<file path="src/lkvc_pkg.sv">
// Shared types and constants for the LRU key-value cache.
package lkvc_pkg;

   localparam int CAPACITY_DEF = 16;
   localparam int KEY_W = 32;
   localparam int VAL_W = 32;

   typedef enum logic {
      OP_LOOKUP = 1'b0,
      OP_INSERT = 1'b1
   } op_type;

   typedef enum logic [1:0] {
      ST_IDLE = 2'b01,
      ST_MOVE = 2'b10
   } state_type;

   typedef struct packed {
      logic capture;
      logic valid;
      logic shift;
   } cell_ctrl_type;

endpackage

</file>
<file path="src/lru_key_value_cache_unit.sv">
// Top level of the LRU key-value cache: request control, cell chain and result register.
//
// A fully associative cache of CAPACITY entries held in a chain of cells ordered from most
// to least recent. Each request has two steps: in the cycle of its transfer every valid
// cell compares its key with a lookup key, and then, in the reorder state, the hit entry
// (or the new entry on an insert) moves to the front while the cells ahead shift back
// by one. A new request is taken only after the reorder of the last one completes; a held
// result delays the reorder cycle, and the input stays stalled until it completes. Inserts
// never check for duplicates; a full cache drops its least recent entry. No clearing pass is
// needed after reset.
module lru_key_value_cache_unit
   import lkvc_pkg::*;
#(
   parameter int CAPACITY = CAPACITY_DEF
)(
   input  logic                    clock,
   input  logic                    reset,
   input  logic                    req_valid,
   output logic                    req_stall,
   input  logic                    req_opcode,
   input  logic signed [KEY_W-1:0] req_key,
   input  logic [VAL_W-1:0]        req_value_in,
   output logic                    rsp_valid,
   input  logic                    rsp_stall,
   output logic                    rsp_hit,
   output logic [VAL_W-1:0]        rsp_value_out
);

   localparam int CNT_W = $clog2(CAPACITY + 1);

   state_type        state_ff, state_in;
   logic [CNT_W-1:0] count_ff, count_in;
   op_type           op_ff;
   logic [KEY_W-1:0] key_ff;
   logic [VAL_W-1:0] val_ff;
   logic             rsp_valid_ff, rsp_valid_in;
   logic             rsp_hit_ff;
   logic [VAL_W-1:0] rsp_value_ff;

   logic [KEY_W-1:0] cell_key [CAPACITY+1];
   logic [VAL_W-1:0] cell_value [CAPACITY+1];
   logic [CAPACITY-1:0] match, first, above;
   cell_ctrl_type    ctrl [CAPACITY];

   logic             accept, rsp_free, move_go, hit_any;
   logic [VAL_W-1:0] hit_value;

   assign req_stall = (state_ff != ST_IDLE);
   assign accept    = req_valid && !req_stall;
   assign rsp_free  = !rsp_valid_ff || !rsp_stall;
   assign move_go   = (state_ff == ST_MOVE) && rsp_free;
   assign hit_any   = |match;

   always_comb begin
      hit_value = '0;
      for (int i = 0; i < CAPACITY; i++) begin
         hit_value = hit_value | (first[i] ? cell_value[i+1] : '0);
      end
   end

   assign cell_key[0]   = key_ff;
   assign cell_value[0] = (op_ff == OP_INSERT) ? val_ff : hit_value;

   for (genvar i = 0; i < CAPACITY; i++) begin : g_cell
      if (i == 0) begin : g_front
         assign above[i] = 1'b0;
      end else begin : g_rest
         assign above[i] = |match[i-1:0];
      end
      assign first[i] = match[i] && !above[i];

      assign ctrl[i].capture = accept;
      assign ctrl[i].valid   = (CNT_W'(i) < count_ff) && (req_opcode == OP_LOOKUP);
      assign ctrl[i].shift   = move_go && ((op_ff == OP_INSERT) || (hit_any && !above[i]));

      lkvc_cell u_cell (
         .clock      (clock),
         .reset      (reset),
         .ctrl       (ctrl[i]),
         .cmp_key    (req_key),
         .prev_key   (cell_key[i]),
         .prev_value (cell_value[i]),
         .key_out    (cell_key[i+1]),
         .value_out  (cell_value[i+1]),
         .match      (match[i])
      );
   end

   always_comb begin
      state_in = state_ff;
      case (state_ff)
         ST_IDLE: begin
            if (accept) begin
               state_in = ST_MOVE;
            end
         end
         ST_MOVE: begin
            if (move_go) begin
               state_in = ST_IDLE;
            end
         end
         default: begin
            state_in = ST_IDLE;
         end
      endcase
   end

   always_comb begin
      count_in = count_ff;
      if (move_go && (op_ff == OP_INSERT) && (count_ff < CNT_W'(CAPACITY))) begin
         count_in = count_ff + CNT_W'(1);
      end
   end

   always_comb begin
      rsp_valid_in = rsp_valid_ff;
      if (move_go) begin
         rsp_valid_in = 1'b1;
      end else if (rsp_valid_ff && !rsp_stall) begin
         rsp_valid_in = 1'b0;
      end
   end

   always_ff @(posedge clock) begin
      if (reset) begin
         state_ff     <= ST_IDLE;
         count_ff     <= '0;
         rsp_valid_ff <= 1'b0;
      end else begin
         state_ff     <= state_in;
         count_ff     <= count_in;
         rsp_valid_ff <= rsp_valid_in;
      end
   end

   always_ff @(posedge clock) begin
      if (accept) begin
         op_ff  <= op_type'(req_opcode);
         key_ff <= req_key;
         val_ff <= req_value_in;
      end
      if (move_go) begin
         rsp_hit_ff   <= hit_any;
         rsp_value_ff <= hit_value;
      end
   end

   assign rsp_valid     = rsp_valid_ff;
   assign rsp_hit       = rsp_hit_ff;
   assign rsp_value_out = rsp_value_ff;

`ifndef SYNTHESIS
   a_count_range: assert property (@(posedge clock) disable iff (reset)
      count_ff <= CNT_W'(CAPACITY))
      else $error("entry count exceeds capacity");

   a_accept_moves: assert property (@(posedge clock) disable iff (reset)
      accept |=> (state_ff == ST_MOVE))
      else $error("accepted request did not enter the reorder cycle");

   a_insert_no_hit: assert property (@(posedge clock) disable iff (reset)
      (move_go && (op_ff == OP_INSERT)) |=> (rsp_valid && !rsp_hit && (rsp_value_out == '0)))
      else $error("insert produced a hit result");
`endif

endmodule

</file>
<file path="src/lkvc_cell.sv">
// One recency position of the cache: stored entry, key compare and shift from the neighbor.
module lkvc_cell
   import lkvc_pkg::*;
(
   input  logic               clock,
   input  logic               reset,
   input  cell_ctrl_type      ctrl,
   input  logic [KEY_W-1:0]   cmp_key,
   input  logic [KEY_W-1:0]   prev_key,
   input  logic [VAL_W-1:0]   prev_value,
   output logic [KEY_W-1:0]   key_out,
   output logic [VAL_W-1:0]   value_out,
   output logic               match
);

   logic [KEY_W-1:0] key_ff, key_in;
   logic [VAL_W-1:0] value_ff, value_in;
   logic             match_ff, match_in;

   always_comb begin
      key_in   = ctrl.shift ? prev_key : key_ff;
      value_in = ctrl.shift ? prev_value : value_ff;
      match_in = ctrl.capture ? (ctrl.valid && (key_ff == cmp_key)) : match_ff;
   end

   always_ff @(posedge clock) begin
      key_ff   <= key_in;
      value_ff <= value_in;
   end

   always_ff @(posedge clock) begin
      if (reset) begin
         match_ff <= 1'b0;
      end else begin
         match_ff <= match_in;
      end
   end

   assign key_out   = key_ff;
   assign value_out = value_ff;
   assign match     = match_ff;

endmodule

</file>
<file path="config.mk">
export PLATFORM = sky130hd
export DESIGN_NAME = lru_key_value_cache_unit
export DESIGN_NICKNAME = d
export VERILOG_FILES = /design/src/lkvc_pkg.sv /design/src/lru_key_value_cache_unit.sv /design/src/lkvc_cell.sv
export SDC_FILE = /design/constraint.sdc
export NUM_CORES = 1
export LEC_CHECK = 0
export BUFFER_PORTS_ARGS = -buffer_cell sky130_fd_sc_hd__buf_2
export CAP_MARGIN = 25
export CORE_MARGIN = 2
export CORE_UTILIZATION = 25
export DETAILED_ROUTE_END_ITERATION = 6
export PLACE_DENSITY = 0.49
export SYNTH_ARGS = -nofsm -noshare
export SYNTH_HDL_FRONTEND = slang
export SYNTH_SLANG_ARGS = --single-unit
</file>
<file path="constraint.sdc">
create_clock -name clock -period 17.8 [get_ports clock]
set_input_delay 3.56 -clock clock [delete_from_list [all_inputs] [get_ports clock]]
set_output_delay 3.56 -clock clock [all_outputs]
set_load 0.02 [all_outputs]
</file>
==> results.toml, run 1 <==
[worst_setup_path]
crit_required_ns = 18.15
cp_slowest_cell = "a21oi_4"
cp.arrival_ns = 6.45
start_kind = "primary input"
cpLargestDelayFamily = "buffers and inverters"
crit_chain = "buf_2 -> a21oi_4 -> buf_4 -> o21ai_2 -> buf_4 -> a21oi_4 -> buf_4"
crit_buf_inv = 4
crit_type = "primary input to register"
ff2ff_path_depth = 8
worstPathMaxFanout = 40
crit_cells = 7
crit_top_cell = "buf_4"
endpoint_kind = "register"
slowest_delay_ns = 0.72

[global_route]
antenna_found_initial = 7
grt_remaining_overflow = 0
grtUsageTotal_pct = 13.3
grt_pass1_vias = 24200
grt_max_degree = 71
grt_pass1_wl_mm = 180

[logic_synthesis]
syn-num-nets = 2865
syn_inst = 2795
ys_ff_latch = 1146
syn_area_mm2 = 0.0454
synthDominantCellAreaShare_pct = 74.2
syn_area_per_cell_um2 = 16.3
synth_edf_count = 1122
yosys.area.top_type = "edfxtp_1"
ys_seq_area_share_pct = 75.2
ys_types = 53
async_reset_ff_share_pct = 0
synth_ff_type = "edfxtp_1"
synth_top_cells_by_area = "edfxtp_1 74%, xnor2_1 6.1%, xor2_1 3.9%"
yosysWarnings = 0

[timing]
fmax_mhz = 164
fin_skew_ns = 0.0533
post-route-min-period_ns = 6.09
whs_ns = 0.410
setup_viol = 0
slew_headroom_pct = 18.6
drv_slew = 0
period_share_pct = 34.2
hold_violations = 0
rsz0062_at_grt = "no"
worst_pin_slew_ns = 1.22
tns_ns = 0
setup_slack_ns = 11.71

[hold_path]
hold_class = "register to register"
min_path_cells = 0

[pwr]
p_per_area_mw_per_mm2 = 105
p_total_mw = 5.53
power.leakage_nw = 16.2
peakVddDrop_mv = 0.0706

[placement]
gp_congestion = 0.805
place_worst_setup_slack_ns = 10.88
dp_hpwl_mm = 87.9
io_buffers = 103

[cells_and_area]
fill_cells = 18100
utilization_pct = 29.1
nets = 2971
final_cell_mix = "1122 x edfxtp_1, 314 x xnor2_1, 201 x xor2_1"
drive_above_1_share_pct = 12.7
final_common_cell = "edfxtp_1"
area_growth_pct = 15.8

[routing]
vias = 23900
wl_met1_mm = 56.0
routed_wl_mm = 125
routed-wl-met3_mm = 5.89
top_layer = "met4"
avgViaCountPerCell = 4.46
drc_errors = 0
wl_met2_mm = 59.7
drtAntennaViolNets = 0
routedWlPerCell_um = 23.4
drt-pass1-iter-count = 5
drt_iter0_drc = 2305

[clock_network]
clk_latency_ns = 0.75
htree_levels = 3
clockRootBuffer = "clkbuf_16"
cts.repair.resized = 0
clockBufferDepth = 3
cts_hold_buffers = 0
cts.sinks = 1146
cts_buffers = 113
clk_pin_slew_ns = 0.06
cts_tree = "built"
cts_setup_buffers = 0

[floorplan]
fp.dieH_um = 430
dieArea_mm2 = 0.185
start_util_pct = 25.1
die_width_um = 430
coreArea_mm2 = 0.181
io_pins = 104
rows = 156

[outcome]
status = "complete, no violations"

[flow_run]
maxCapViolCount = 0
-- per-stage QoR --
step | std cells | instance area (um^2)
finish | 5370 | 52600
global route | 5369 | 52600
CTS | 5365 | 52500
detailed placement | 5153 | 48900
global placement | 5147 | 48800
floorplan | 2795 | 45400
-- flip-flops by register name, indices dropped and copies added, names as in the netlist --
signal / flops
g_cell.u_cell.key_out: 512
rsp_value_out: 32
state_ff: 2
g_cell.u_cell.match: 16
count_ff: 5
key_ff: 32
rsp_hit: 1
rsp_valid: 1
val_ff: 32
g_cell.u_cell.value_out: 512
op_ff: 1
-- power breakdown --
| group | switching [mW] | internal (mW) | total [mW] |
|---|---|---|---|
| Combinational | 0.110 | 0.0523 | 0.162 |
| Sequential | 0.0156 | 2.96 | 2.98 |
| Clock | 1.06 | 1.34 | 2.39 |
-- final timing paths --
kind,startpoint,endpoint,slack (ns)
setup / recovery,rsp_stall,g_cell[1].u_cell.value_out[2],11.71
hold / removal,key_ff[1],g_cell[0].u_cell.key_out[1],0.41
setup reg to reg,g_cell[6].u_cell.match,g_cell[13].u_cell.key_out[9],13.77
hold reg to reg,key_ff[1],g_cell[0].u_cell.key_out[1],0.41
-- kinds of logic after synthesis --
kind of cell / after synthesis / synth area share [%]
compound gates: 396 / 6.25
xor+xnor: 515 / 9.93
fa+ha+maj: 1 / 0.0275
buf+inv: 192 / 1.66
flops: 1146 / 75.2
mux: 15 / 0.369
simple gates: 530 / 6.55
-- layer usage --
metal | up-vias | global-route usage, %
met4 | 0 | 4.65
li1 | 10900 | -
met3 | 153 | 1.84
met1 | 12200 | 18.1
met2 | 636 | 21.9
met5 | - | 0
-- synthesized netlist by cell type (2+ instances only) --
cell type / instances
edfxtp_1: 1122
xnor2_1: 314
xor2_1: 201
clkbuf_1: 150
nand2_1: 141
a21oi_1: 104
nand3b_1: 93
nand4_1: 90
nor4_1: 69
a22o_1: 51
nor2_1: 46
a221oi_1: 37
o21ai_0: 27
a211oi_1: 26
nor3_1: 26
dfxtp_1: 24
nor2b_1: 24
a31oi_1: 22
a211o_1: 18
a2bb2oi_1: 18
a32o_1: 18
o22ai_1: 18
o31ai_1: 18
inv_1: 17
a2111oi_0: 15
buf_1: 15
mux2_2: 14
o2111ai_1: 14
nand3_1: 8
buf_2: 5
or3_1: 5
and2_1: 4
nor4b_1: 4
o21a_1: 4
or2_2: 4
buf_6: 3
nand2b_1: 3
nor3b_1: 3
or3b_2: 3
or4_1: 3
o211ai_1: 2
-- final cells by class --
cell class              instances  area (um^2)  area share [%]
diodes                          2         5.00         0.00951
multi-input cells            1457        10700            20.3
well taps                    2370         2970            5.64
inverters                      18         68.8           0.131
flip-flops and latches       1146        34200            65.0
clock inverters                79          744            1.42
repair buffers                165         1030            1.96
clock buffers                 133         2920            5.56
(Power assumes the default switching activity.)
==> run 2, diff against run 1 <==
clock period = 6.3 ns   (was 17.8 ns; I/O delays follow)
==> results.toml, run 2 (synthesized netlist as in run 1, its figures left out) <==
[routing]
drc_errors = 0
routedWlPerCell_um = 23.2
drt-pass1-iter-count = 6
routed_wl_mm = 125
drt_iter0_drc = 2331
drtAntennaViolNets = 0
vias = 24000
avgViaCountPerCell = 4.47

[hold_path]
min_path_cells = 0
min_to = "g_cell[0].u_cell.key_out[17]"
hold_class = "register to register"
min_from = "key_ff[17]"

[global_route]
antenna_found_initial = 12
grt_max_degree = 69
grtUsageTotal_pct = 13.2
grt_pass1_wl_mm = 178
grt_pass1_vias = 24600
grt_remaining_overflow = 0

[timing]
tns_ns = 0
fin_skew_ns = 0.0147
hold_violations = 0
period_share_pct = 63.7
post-route-min-period_ns = 4.01
rsz0062_at_grt = "no"
fmax_mhz = 249
whs_ns = 0.418
worst_pin_slew_ns = 1.14
slew_headroom_pct = 23.3
drv_slew = 0
setup_viol = 0

[cells_and_area]
final_cell_mix = "1122 x edfxtp_1, 314 x xnor2_1, 201 x xor2_1"
fin_area_mm2 = 0.0526
area_growth_pct = 15.9
nets = 2976
final_common_cell = "edfxtp_1"
drive_above_1_share_pct = 13.0

[outcome]
status = "complete, no violations"

[worst_setup_path]
worstPathMaxFanout = 65
r2r_setup_slack_ns = 2.29
crit_required_ns = 6.62
r2r_end = "g_cell[14].u_cell.key_out[30]"
cp.arrival_ns = 4.33
crit_type = "register to register"
start_kind = "register"
r2r_start = "g_cell[3].u_cell.match"
endpoint_kind = "register"
ff2ff_path_depth = 6

[clock_network]
clockBufferDepth = 3
cts_tree = "built"
htree_levels = 3
cts.sinks = 1146
cts_setup_buffers = 0
cts.repair.resized = 0
clk_pin_slew_ns = 0.06
clockRootBuffer = "clkbuf_16"
clk_latency_ns = 0.71
cts_buffers = 115
cts_hold_buffers = 0

[pwr]
p_clk_share_pct = 43.6
p_sw_mw = 3.29
p_int_mw = 12.4
p_per_area_mw_per_mm2 = 299
power.leakage_nw = 16.2
peakVddDrop_mv = 0.216
switching_share_pct = 20.9
seqPwrFrac_pct = 53.5
pwr-share-comb_pct = 2.9

[floorplan]
coreArea_mm2 = 0.181
rows = 156
fp.dieH_um = 430
die_width_um = 430
io_pins = 104
dieArea_mm2 = 0.185
start_util_pct = 25.1

[placement]
dp_hpwl_mm = 89.7
io_buffers = 103
gp_congestion = 0.820
postPlaceCellArea_mm2 = 0.0489

[flow_run]
maxCapViolCount = 0
-- run 2: cell count changes in the layout (fill, tap and decap cells not counted), moves of 2 or more --
cell | previous run | this run
buf_16 | 2 | 0
buf_4 | 54 | 62
bufinv_16 | 11 | 13
clkbuf_16 | 114 | 117
clkinv_1 | 35 | 29
clkinv_2 | 22 | 18
clkinv_4 | 0 | 3
clkinv_8 | 4 | 0
clkinvlp_4 | 5 | 11
inv_16 | 2 | 0
inv_6 | 1 | 4
-- run 2: how the worst max path moves through the flow --
stage                                       from                             to  depth (start not counted)
after floorplan                        rsp_stall    g_cell[1].u_cell.key_out[0]                          4
after global placement                 rsp_stall   g_cell[14].u_cell.key_out[1]                          5
after detailed placement               rsp_stall  g_cell[14].u_cell.key_out[15]                          5
after CTS                 g_cell[3].u_cell.match  g_cell[14].u_cell.key_out[19]                          6
after global routing      g_cell[1].u_cell.match   g_cell[14].u_cell.key_out[6]                          6
final                     g_cell[3].u_cell.match  g_cell[14].u_cell.key_out[30]                          6
-- run 2: routing by layer --
layer | global-route usage (%) | up-vias | routed length [um]
li1 | - | 10900 | -
met1 | 17.1 | 12100 | 53000
met2 | 21.4 | 758 | 58400
met3 | 2.42 | 211 | 7620
met4 | 6.34 | 8 | 5430
met5 | 0 | - | 47
-- run 2: cell type report --
class	count	area, um^2
multi-input combinational	1457	10700
clock buffer	135	3000
antenna	1	2.50
fill	18100	128000
sequential	1146	34200
tap	2370	2970
inverter	18	70.1
clock inverter	75	719
timing repair buffer	168	1010
-- run 2: worst max-delay path: stages (launching register included) --
cell and delay [ns]:
dfxtp_1 0.39, nor4_1 0.99, nand2_1 0.17, nor3b_1 0.31, o21a_4 0.16, buf_4 0.67, o21a_4 0.86
-- run 2: stage by stage --
stage	setup WS [ns]	instances	total power, mW	util [%]
after floorplan	-0.131	2795	8.84	-
after global placement	2.18	5154	9.04	27.0
after detailed placement	2.14	5157	9.05	27.1
after CTS	2.43	5367	15.9	29.1
after global routing	2.17	5370	16.2	29.1
final	2.29	5370	15.7	29.1
-- run 2: power by group through the flow --
stage | registers (mW) | clock network, mW | logic, mW
after floorplan | 8.56 | 0 | 0.280
after global placement | 8.57 | 0 | 0.470
after detailed placement | 8.58 | 0 | 0.470
after CTS | 8.41 | 6.99 | 0.472
after global routing | 8.42 | 7.25 | 0.496
final | 8.41 | 6.85 | 0.461
